==> src/sv/lpcsr_pkg.sv <==
// Shared types, widths and codes for the LPC signal restore unit.
package lpcsr_pkg;

   localparam int MAX_ORDER_DEF = 32;
   localparam int COEF_BITS_DEF = 16;

   localparam int CMD_W     = 2;
   localparam int IDX_IN_W  = 5;
   localparam int COEF_IN_W = 16;
   localparam int SAMPLE_W  = 32;
   localparam int ORDER_W   = 6;
   localparam int SHIFT_W   = 5;
   localparam int ACC_W     = 64;
   localparam int PADDR_W   = 3;
   localparam int PDATA_W   = 32;

   localparam logic [CMD_W-1:0] CMD_LOAD    = 2'd0;
   localparam logic [CMD_W-1:0] CMD_WARMUP  = 2'd1;
   localparam logic [CMD_W-1:0] CMD_RESTORE = 2'd2;

   localparam logic CSR_ORDER = 1'b0;
   localparam logic CSR_SHIFT = 1'b1;

   typedef enum logic [2:0] {
      ST_IDLE,
      ST_MAC,
      ST_DRAIN,
      ST_SHIFT,
      ST_EMIT
   } state_type;

   typedef struct packed {
      logic clear;
      logic op_valid;
   } mac_ctrl_type;

   typedef struct packed {
      logic busy;
   } mac_sts_type;

endpackage

==> src/sv/lpcsr_mac.sv <==
// Shared signed multiply-accumulate unit with a registered product stage.
module lpcsr_mac #(
   parameter int COEF_BITS = lpcsr_pkg::COEF_BITS_DEF
) (
   input  logic                                  clock,
   input  logic                                  reset,
   input  lpcsr_pkg::mac_ctrl_type               ctrl,
   input  logic signed [lpcsr_pkg::SAMPLE_W-1:0] op_a,
   input  logic signed [COEF_BITS-1:0]           op_b,
   output lpcsr_pkg::mac_sts_type                sts,
   output logic signed [lpcsr_pkg::ACC_W-1:0]    acc
);
   import lpcsr_pkg::*;

   localparam int PROD_W = SAMPLE_W + COEF_BITS;

   logic signed [PROD_W-1:0] prod_ff;
   logic signed [PROD_W-1:0] prod_in;
   logic                     prod_vld_ff;
   logic signed [ACC_W-1:0]  acc_ff;
   logic signed [ACC_W-1:0]  acc_in;

   assign prod_in = PROD_W'(op_a) * PROD_W'(op_b);

   always_comb begin
      if (ctrl.clear) begin
         acc_in = '0;
      end else if (prod_vld_ff) begin
         acc_in = acc_ff + ACC_W'(prod_ff);
      end else begin
         acc_in = acc_ff;
      end
   end

   always_ff @(posedge clock) begin
      if (reset) begin
         prod_vld_ff <= 1'b0;
      end else begin
         prod_vld_ff <= ctrl.op_valid;
      end
   end

   always_ff @(posedge clock) begin
      prod_ff <= prod_in;
      acc_ff  <= acc_in;
   end

   assign sts.busy = prod_vld_ff;
   assign acc      = acc_ff;

endmodule

==> src/sv/lpc_signal_restore_unit.sv <==
// Top level of the LPC signal restore unit: command decode, sequencer, history and CSRs.
// Loading a coefficient or pushing a warm-up sample needs no sequencer state, and the warm-up
// sample appears in the output register on the next cycle. A restore (order capped at
// MAX_ORDER) runs from the accepting cycle through one predictor tap per cycle on the single
// multiply-accumulate unit, a step to close the tap loop, a drain of its pipeline, the
// quantization shift and the final add. With an order of zero no taps are issued and the
// drain finds the pipeline already empty. The input is stalled while a restore is in progress
// and while an unaccepted result blocks the output register, so a waiting result delays the
// next transaction. The registers filter_order (byte address 0) and quant_shift (byte address 4)
// are written and read through the APB port.
module lpc_signal_restore_unit #(
   parameter int MAX_ORDER = lpcsr_pkg::MAX_ORDER_DEF,
   parameter int COEF_BITS = lpcsr_pkg::COEF_BITS_DEF
) (
   input  logic                                   clock,
   input  logic                                   reset,
   input  logic                                   req_valid,
   output logic                                   req_stall,
   input  logic [lpcsr_pkg::CMD_W-1:0]            req_cmd,
   input  logic [lpcsr_pkg::IDX_IN_W-1:0]         req_coef_index,
   input  logic signed [lpcsr_pkg::COEF_IN_W-1:0] req_coef_value,
   input  logic signed [lpcsr_pkg::SAMPLE_W-1:0]  req_residual,
   input  logic                                   req_end_of_block,
   output logic                                   rsp_valid,
   input  logic                                   rsp_stall,
   output logic signed [lpcsr_pkg::SAMPLE_W-1:0]  rsp_sample,
   output logic signed [lpcsr_pkg::SAMPLE_W-1:0]  rsp_prediction,
   output logic                                   rsp_block_end,
   input  logic                                   psel,
   input  logic                                   penable,
   input  logic                                   pwrite,
   input  logic [lpcsr_pkg::PADDR_W-1:0]          paddr,
   input  logic [lpcsr_pkg::PDATA_W-1:0]          pwdata,
   output logic [lpcsr_pkg::PDATA_W-1:0]          prdata,
   output logic                                   pready
);
   import lpcsr_pkg::*;

   localparam int IDX_W = (MAX_ORDER > 1) ? $clog2(MAX_ORDER) : 1;
   localparam int CNT_W = $clog2(MAX_ORDER + 1);

   state_type state_ff;
   state_type state_in;

   logic [ORDER_W-1:0] filter_order_ff;
   logic [SHIFT_W-1:0] quant_shift_ff;
   logic [ORDER_W-1:0] order_eff;
   logic               csr_write;

   logic                 accept;
   logic                 out_free;
   logic                 start_restore;
   logic                 coef_we;
   logic                 issue;
   logic                 push;
   logic                 cnt_below;
   logic [CNT_W-1:0]     cnt_ff;
   logic [CNT_W-1:0]     cnt_in;
   logic                 op_vld_ff;

   logic signed [COEF_BITS-1:0] coef_mem_ff [MAX_ORDER];
   logic signed [COEF_BITS-1:0] coef_rd_ff;
   logic signed [COEF_BITS-1:0] coef_wdata;
   logic signed [SAMPLE_W-1:0]  hist_ff [MAX_ORDER];
   logic signed [SAMPLE_W-1:0]  op_a_ff;

   mac_ctrl_type               mac_ctrl;
   mac_sts_type                mac_sts;
   logic signed [ACC_W-1:0]    mac_acc;
   logic signed [ACC_W-1:0]    acc_shifted;
   logic signed [SAMPLE_W-1:0] pred_ff;
   logic signed [SAMPLE_W-1:0] res_ff;
   logic                       eob_ff;
   logic signed [SAMPLE_W-1:0] push_value;

   logic                       rsp_valid_ff;
   logic                       rsp_valid_in;
   logic signed [SAMPLE_W-1:0] rsp_sample_ff;
   logic signed [SAMPLE_W-1:0] rsp_prediction_ff;
   logic                       rsp_block_end_ff;

   // Configuration port.
   assign pready    = 1'b1;
   assign csr_write = psel && penable && pwrite && pready;

   always_ff @(posedge clock) begin
      if (reset) begin
         filter_order_ff <= ORDER_W'(1);
         quant_shift_ff  <= '0;
      end else if (csr_write) begin
         unique case (paddr[2])
            CSR_ORDER: filter_order_ff <= pwdata[ORDER_W-1:0];
            CSR_SHIFT: quant_shift_ff  <= pwdata[SHIFT_W-1:0];
            default:   ;
         endcase
      end
   end

   always_comb begin
      unique case (paddr[2])
         CSR_ORDER: prdata = PDATA_W'(filter_order_ff);
         CSR_SHIFT: prdata = PDATA_W'(quant_shift_ff);
         default:   prdata = '0;
      endcase
   end

   assign order_eff = (filter_order_ff > ORDER_W'(MAX_ORDER)) ? ORDER_W'(MAX_ORDER)
                                                              : filter_order_ff;

   // Handshake.
   assign out_free  = !rsp_valid_ff || !rsp_stall;
   assign req_stall = (state_ff != ST_IDLE) || (rsp_valid_ff && rsp_stall);
   assign accept    = req_valid && !req_stall;
   assign cnt_below = ORDER_W'(cnt_ff) < order_eff;

   // Sequencer.
   always_comb begin
      state_in = state_ff;
      unique case (state_ff)
         ST_IDLE: begin
            if (accept && (req_cmd == CMD_RESTORE)) begin
               state_in = ST_MAC;
            end
         end
         ST_MAC: begin
            if (!cnt_below) begin
               state_in = ST_DRAIN;
            end
         end
         ST_DRAIN: begin
            if (!op_vld_ff && !mac_sts.busy) begin
               state_in = ST_SHIFT;
            end
         end
         ST_SHIFT: state_in = ST_EMIT;
         ST_EMIT: begin
            if (out_free) begin
               state_in = ST_IDLE;
            end
         end
         default: state_in = ST_IDLE;
      endcase
   end

   always_comb begin
      start_restore = 1'b0;
      coef_we       = 1'b0;
      issue         = 1'b0;
      push          = 1'b0;
      push_value    = req_residual;
      unique case (state_ff)
         ST_IDLE: begin
            start_restore = accept && (req_cmd == CMD_RESTORE);
            coef_we       = accept && (req_cmd == CMD_LOAD)
                            && ({1'b0, req_coef_index} < ORDER_W'(MAX_ORDER));
            push          = accept && (req_cmd == CMD_WARMUP);
         end
         ST_MAC: issue = cnt_below;
         ST_DRAIN, ST_SHIFT: ;
         ST_EMIT: begin
            push       = out_free;
            push_value = res_ff + pred_ff;
         end
         default: ;
      endcase
   end

   always_ff @(posedge clock) begin
      if (reset) begin
         state_ff <= ST_IDLE;
      end else begin
         state_ff <= state_in;
      end
   end

   // Tap counter and operand fetch.
   always_comb begin
      if (start_restore) begin
         cnt_in = '0;
      end else if (issue) begin
         cnt_in = cnt_ff + CNT_W'(1);
      end else begin
         cnt_in = cnt_ff;
      end
   end

   always_ff @(posedge clock) begin
      if (reset) begin
         cnt_ff    <= '0;
         op_vld_ff <= 1'b0;
      end else begin
         cnt_ff    <= cnt_in;
         op_vld_ff <= issue;
      end
   end

   assign coef_wdata = COEF_BITS'(req_coef_value);

   always_ff @(posedge clock) begin
      if (coef_we) begin
         coef_mem_ff[req_coef_index[IDX_W-1:0]] <= coef_wdata;
      end
      if (issue) begin
         coef_rd_ff <= coef_mem_ff[cnt_ff[IDX_W-1:0]];
      end
   end

   always_ff @(posedge clock) begin
      if (issue) begin
         op_a_ff <= hist_ff[cnt_ff[IDX_W-1:0]];
      end
   end

   always_ff @(posedge clock) begin
      if (reset) begin
         for (int i = 0; i < MAX_ORDER; i++) begin
            hist_ff[i] <= '0;
         end
      end else if (push) begin
         for (int i = 1; i < MAX_ORDER; i++) begin
            hist_ff[i] <= hist_ff[i-1];
         end
         hist_ff[0] <= push_value;
      end
   end

   assign mac_ctrl.clear    = start_restore;
   assign mac_ctrl.op_valid = op_vld_ff;

   lpcsr_mac #(
      .COEF_BITS(COEF_BITS)
   ) u_mac (
      .clock (clock),
      .reset (reset),
      .ctrl  (mac_ctrl),
      .op_a  (op_a_ff),
      .op_b  (coef_rd_ff),
      .sts   (mac_sts),
      .acc   (mac_acc)
   );

   assign acc_shifted = mac_acc >>> quant_shift_ff;

   always_ff @(posedge clock) begin
      if (start_restore) begin
         res_ff <= req_residual;
         eob_ff <= req_end_of_block;
      end
      if (state_ff == ST_SHIFT) begin
         pred_ff <= acc_shifted[SAMPLE_W-1:0];
      end
   end

   // Output register.
   always_comb begin
      if (push) begin
         rsp_valid_in = 1'b1;
      end else if (!rsp_stall) begin
         rsp_valid_in = 1'b0;
      end else begin
         rsp_valid_in = rsp_valid_ff;
      end
   end

   always_ff @(posedge clock) begin
      if (reset) begin
         rsp_valid_ff <= 1'b0;
      end else begin
         rsp_valid_ff <= rsp_valid_in;
      end
   end

   always_ff @(posedge clock) begin
      if (push) begin
         rsp_sample_ff <= push_value;
         if (state_ff == ST_EMIT) begin
            rsp_prediction_ff <= pred_ff;
            rsp_block_end_ff  <= eob_ff;
         end else begin
            rsp_prediction_ff <= '0;
            rsp_block_end_ff  <= req_end_of_block;
         end
      end
   end

   assign rsp_valid      = rsp_valid_ff;
   assign rsp_sample     = rsp_sample_ff;
   assign rsp_prediction = rsp_prediction_ff;
   assign rsp_block_end  = rsp_block_end_ff;

   // A new result only ever comes from a warm-up transaction or the end of a restore.
   a_rsp_source: assert property (@(posedge clock) disable iff (reset)
      $rose(rsp_valid_ff) |->
         $past(accept && (req_cmd == CMD_WARMUP)) || $past((state_ff == ST_EMIT) && out_free))
      else $error("result appeared without a warm-up or restore transaction");

   // The quantization shift only sees a fully drained accumulator.
   a_shift_drained: assert property (@(posedge clock) disable iff (reset)
      (state_ff == ST_SHIFT) |-> (!op_vld_ff && !mac_sts.busy))
      else $error("shift started with taps still in the multiply pipeline");

   // The tap counter never runs past the effective filter order.
   a_cnt_bound: assert property (@(posedge clock) disable iff (reset)
      (state_ff == ST_MAC) |-> (ORDER_W'(cnt_ff) <= order_eff))
      else $error("tap counter ran past the filter order");

   // A warm-up transaction yields a result with zero prediction on the next cycle.
   a_warmup_pred: assert property (@(posedge clock) disable iff (reset)
      (accept && (req_cmd == CMD_WARMUP)) |=> (rsp_valid_ff && (rsp_prediction_ff == '0)))
      else $error("warm-up result missing or has a nonzero prediction");

   // History does not move while a prediction is being accumulated.
   a_hist_hold: assert property (@(posedge clock) disable iff (reset)
      ((state_ff == ST_MAC) || (state_ff == ST_DRAIN)) |-> !push)
      else $error("history shifted during a restore");

endmodule

==> config.mk <==
export PLATFORM = sky130hd
export DESIGN_NAME = lpc_signal_restore_unit
export DESIGN_NICKNAME = d
export VERILOG_FILES = /design/src/sv/lpcsr_pkg.sv /design/src/sv/lpcsr_mac.sv /design/src/sv/lpc_signal_restore_unit.sv
export SDC_FILE = /design/constraint.sdc
export NUM_CORES = 2
export LEC_CHECK = 0
export BUFFER_PORTS_ARGS = -buffer_cell sky130_fd_sc_hd__buf_2
export CAP_MARGIN = 30
export CORE_ASPECT_RATIO = 0.7
export CORE_MARGIN = 2
export CORE_UTILIZATION = 40
export DETAILED_ROUTE_END_ITERATION = 8
export PLACE_DENSITY = 0.62
export REMOVE_ABC_BUFFERS = 1
export SETUP_SLACK_MARGIN = 0.2
export SYNTH_ARGS = -nofsm -noshare
export SYNTH_HDL_FRONTEND = slang
export SYNTH_SLANG_ARGS = --single-unit
==> constraint.sdc <==
create_clock -name clock -period 15.79 [get_ports clock]
set_clock_uncertainty 0.1 [all_clocks]
set_input_delay 0.7895 -clock clock [delete_from_list [all_inputs] [get_ports clock]]
set_output_delay 0.7895 -clock clock [all_outputs]
set_load 0.01 [all_outputs]
# [Yosys cells after proc, flatten, opt, wreduce, memory -nomap -nowiden]
# Memory sizes are Yosys's and may differ from the RTL's. A register that Yosys moved wholly into a read port is not among the register bits.
# Index checks and enable logic that the tools add are counted.
[classes] n_addsub=3 multipliers=1 div_mod_pow=0 magnitude_cmp=2 n_eq_ne=11 shift=1 muxes=54 bitwise_logic=33 reduce_logical=22
[ops] op="$mux W32" n=33
[ops] op="$add A64 B48 Y64" n=1
[ops] op="$pmux W32 S2" n=1
[ops] op="$sshr A64 B5 Y32" n=1
[ops] op="$mul A32 B16 Y48" n=1
[ops] op="$add A32 B32 Y32" n=1
[ops] op="$or A1 B1 Y1" n=32
[ops] op="$pmux W3 S5" n=1
[ops] op="$mux W1" n=13
[ops] op="$mux W3" n=4
[ops] op="$logic_and A1 B1 Y1" n=8
[ops] op="$ne A2 B2 Y1 const B" n=4
[ops] op="$add A6 B1 Y6 const B" n=1
[ops] op="$eq A3 B2 Y1 const B" n=2
[ops] op="$gt A6 B6 Y1 const B" n=1
[ops] op="$lt A6 B6 Y1" n=1
[ops] op="$mux W6" n=1
[ops] op="$logic_not A1 Y1" n=5
[ops] op="$reduce_and A2 Y1" n=2
[ops] op="$reduce_and A4 Y1" n=1
[ops] op="$eq A3 B1 Y1 const B" n=1
[ops] op="$eq A3 B3 Y1 const B" n=1
[ops] op="$logic_not A3 Y1" n=1
[ops] op="$reduce_bool A3 Y1" n=1
[ops] op="other kinds (8)" n=9
[totals] register_bits=265 latchBits=0 mem_bits_rw=1536 romBits=0 input_bits=98 word_cells=144 memories=2
[memory_table] memory="hist_ff" depth=32 word_bits=32 rd=32 rd_clocked_by_memory_dff=1 wr=32 line_no="lpc_signal_restore_unit.sv:64" rtl="logic signed [SAMPLE_W-1:0] hist_ff [MAX_ORDER];"
[memory_table] memory="coef_mem_ff" depth=32 word_bits=16 rd=1 rd_clocked_by_memory_dff=1 wr=1 line_no="lpc_signal_restore_unit.sv:61" rtl="logic signed [COEF_BITS-1:0] coef_mem_ff [MAX_ORDER];"

# [Depth between registers and ports, before layout]
[depth] ltp_word=10 mapped_depth=27 depth_no_buf=26

# [Modules after synthesis]
# A second synthesis with hierarchy kept.
[unflattened] cells_unflattened=8320 hier_area_um2=100253.7
[modules_own_cells] module="lpc_signal_restore_unit" n_inst=1 cells_per_inst=5507 area_per_inst_um2=75650.1 seq_area_each_um2=47425.5
[modules_own_cells] module="lpcsr_mac" n_inst=1 cells_per_inst=2813 area_per_inst_um2=24603.6 seq_area_each_um2=2262.2

# [Worst setup path before layout]
# Ideal clock, no wire load.
[synth_timing] path_kind="input port to flip-flop" startpoint="in reset" endpoint="mem hist_ff[0][0] (enable)" t_arrival_ns=15.206 path_slack_ns=-0.563 cell_stages=4 n_path_buf=3 cell_sequence="clkbuf_1 -> clkbuf_1 -> clkbuf_1 -> nand2b_1"
[synth_rtl] item="start: declaration" line_no="lpc_signal_restore_unit.sv:16" rtl="input logic reset,"
[synth_rtl] item="end: declaration" line_no="lpc_signal_restore_unit.sv:64"

# [Worst setup path after layout]
[layout_timing] startpoint="reg op_a_ff[9] (read register of hist_ff)" endpoint="reg u_mac.prod_ff[46]"
[layout_between] elab_chain_len=1
[layout_rtl] item="start: declaration" line_no="lpc_signal_restore_unit.sv:65" rtl="logic signed [SAMPLE_W-1:0] op_a_ff;"
[layout_rtl] item="$mul A32 B16 Y48" line_no="lpcsr_mac.sv:23" rtl="assign prod_in = PROD_W'(op_a) * PROD_W'(op_b);"
[layout_rtl] item="via u_mac.prod_in[46]" line_no="lpcsr_mac.sv:18" rtl="logic signed [PROD_W-1:0] prod_in;"
[layout_rtl] item="end signal: assignment" line_no="lpcsr_mac.sv:44" rtl="prod_ff <= prod_in;"
[layout_rtl] item="end: declaration" line_no="lpcsr_mac.sv:17" rtl="logic signed [PROD_W-1:0] prod_ff;"
# The timed path passes the listed nets, and every way through them passes these cells.
# A chain may end at the register's enable or synchronous reset.

==> impl_metrics.py <==
metrics = {
    "clock_tree": {
        "clk_pin_slew_worst_paths_ps": 70,
        "clk_path_buf_depth": 4,
        "cts_tree": "built",
        "root_buffer": "clkbuf_16",
        "postCtsHoldBufs": 11,
        "cts_resized": 0,
        "htree_levels": 4,
        "clock_latency_ps": 870,
        "cts_setup_buffers": 0,
        "numCtsBuffers": 179,
        "cts.sinks": 1848,
    },
    "synthesis": {
        "syn_area_sq_um": 99600,
        "seq_area_frac_synth": 0.499,
        "synthXorXnorAreaFrac": 0.0114,
        "async_reset_ff_frac": 0,
        "yosys.area.top_type": "edfxtp_1",
        "yosys_warnings": 0,
        "yosys.area_share.adder": 0.125,
        "synth-main-ff-cell": "edfxtp_1",
        "synth_top_family_by_area": "multiplexers",
        "synth_edf_count": 1266,
        "synth_compound_area_frac": 0.0596,
        "yosys.area_share.simple": 0.126,
        "synth.area.mux_share": 0.135,
        "synth_cell_types": 87,
        "avgSynthCellArea_sq_um": 12.1,
        "ys_seq_elements": 1848,
        "synth.area.top_cells": "edfxtp_1 (38%), dfxtp_1 (12%), mux4_2 (12%)",
        "synthCells": 8202,
        "yosys.area.top_type_share": 0.382,
    },
    "sta": {
        "min_period_ps": 7520,
        "worstMarginPinSlew_ps": 1210,
        "fmax_mhz": 133,
        "setup_viol": 0,
        "tns_ps": 0,
        "drv_slew": 0,
        "final_hold_viol_count": 0,
        "slew_headroom": 0.195,
        "finalCritPeriodShare": 0.476,
        "rsz0062_at_grt": "false",
    },
    "floorplanning": {
        "floorplan.die.width_um": 600,
        "start_util": 0.402,
        "core_sq_um": 248000,
        "die_area_sq_um": 253000,
        "io_pins": 198,
        "num_rows": 153,
        "die_h_um": 421,
    },
    "detailed_routing": {
        "drc": 0,
        "ant_nets": 0,
        "drtIter0Drc": 5934,
        "drt-pass1-iter-count": 6,
        "wirelength_um": 241000,
        "vias": 62398,
        "wl_per_cell_um": 20.7,
        "viasPerCell": 5.37,
    },
    "worst_setup_path": {
        "cp.arrival_ps": 8150,
        "crit_required_ps": 16420,
        "startpoint_type": "register",
        "crit_type": "reg2reg",
        "cp_max_fo": 16,
        "cp-end-kind": "register",
    },
    "global_route": {
        "grt_max_degree": 317,
        "grt_use_total": 0.187,
        "antenna_found_initial": 13,
        "grt_pass1_vias": 61535,
        "grt_overflow_total": 0,
        "grt_first_pass_wirelength_um": 371000,
    },
    "layout": {
        "fin_nets": 8941,
        "area_growth_pct": 10.1,
        "drive_gt1_frac": 0.140,
    },
    "place": {
        "numPortBuffers": 142,
        "hpwl_um": 158000,
        "place.gp.congestion": 0.899,
    },
    "hold_path": {
        "hold_class": "in2reg",
    },
    "flow_run": {
        "drv_cap": 0,
    },
    "status": {
        "status": "finished, final reports clean",
    },
}
-- layer usage --
metal / global-route usage / up-vias / part of all wire
li1: - / 28299 / -
met1: 0.278 / 31903 / 0.46
met2: 0.284 / 1905 / 0.45
met3: 0.0326 / 289 / 0.069
met4: 0.0462 / 2 / 0.024
met5: 0 / - / 0.000066
-- sequential cells by signal (all words and copies together), names as in the netlist, 6 cells and up --
register and flops:
hist_ff 1024, coef_mem_ff 512, u_mac.acc 63, u_mac.prod_ff 48
op_a_ff 32, pred_ff 32, res_ff 32, rsp_prediction 32
rsp_sample 32, coef_rd_ff 16, cnt_ff 6, filter_order_ff 6
-- synthesized netlist by cell type (all sizes together), types with 27 or more instances --
cell type	number
nor3	35
o21ai	120
inv	587
fa	488
nor2	235
xnor2	84
nand2b	41
ha	213
and2	777
clkbuf	445
edfxtp	1266
a211oi	27
mux4	513
nand3	42
a21oi	624
nand2	1427
dfxtp	582
xor2	46
buf	94
and3	50
a21o	91
mux2i	109
mux2	70
-- worst max-delay path: stages (launching register included) --
cell and delay (ps):
edfxtp_1 1070, nand2_1 170, fa_1 500, fa_1 540, inv_1 50, fa_1 480
fa_1 520, fa_1 500, inv_1 50, fa_1 470, inv_1 40, ha_1 320
and3_1 220, and2_1 130, a31oi_1 110, or2_1 320, a2111oi_4 510, o21ai_1 210
or3_1 370, a21oi_1 260, a211oi_1 170, o21ai_1 190, xor2_1 160
-- path summary, 6_finish.rpt --
| check | start | to | slack (ps) | depth (start not counted) |
|---|---|---|---|---|
| worst max register to register | op_a_ff[9] | u_mac.prod_ff[46] | 8270 | 22 |
| worst min-delay path | req_residual[2] | res_ff[2] | 70 | 1 |
| worst min register to register | hist_ff[30][11] | hist_ff[31][11] | 320 | 2 |
| worst max-delay path | op_a_ff[9] | u_mac.prod_ff[46] | 8270 | 22 |
-- layout by cell type, fill, tap and decap left out, types with 113 or more instances in the layout --
cell type / count
a21oi_1: 624
and2_1: 777
buf_2: 141
clkbuf_16: 186
dfxtp_1: 572
edfxtp_1: 1266
fa_1: 488
ha_1: 213
inv_1: 583
mux4_2: 513
nand2_1: 1425
nor2_1: 232
o21ai_0: 113
-- area by class of cell --
type | count | area (sq um)
Clock buffer | 249 | 5120
Inverter | 588 | 2220
Tap cell | 3332 | 4170
Multi-Input combinational cell | 5251 | 45700
Timing Repair Buffer | 274 | 2050
Fill cell | 22214 | 138000
Sequential cell | 1848 | 49700
Clock inverter | 68 | 709
Antenna cell | 14 | 35.0
-- stage by stage --
step                cell area [sq um]  worst slack [ps]  cells   util  hold WS (ps)
finish                         110000              8270  11624  0.442          66.5
global route                   110000              8040  11611  0.442          26.8
CTS                            109000              8410  11602  0.441          13.1
detailed placement             103000              8410  11274  0.417           348
global placement               103000              8460  11270  0.417           338
floorplan                       97500            -81920   7687      -           327
-- logic make-up after synthesis --
family | Yosys count
AOI/OAI and AO/OA | 1017
adders and majority gates | 701
muxes | 692
xor gates and xnor gates | 130
and+or+nand+nor | 2684
buffers and inverters | 1128
other | 2
DFF | 1848
Power is not shown: default switching activity piles up to over one toggle a cycle in this logic, so the estimate is an artifact.
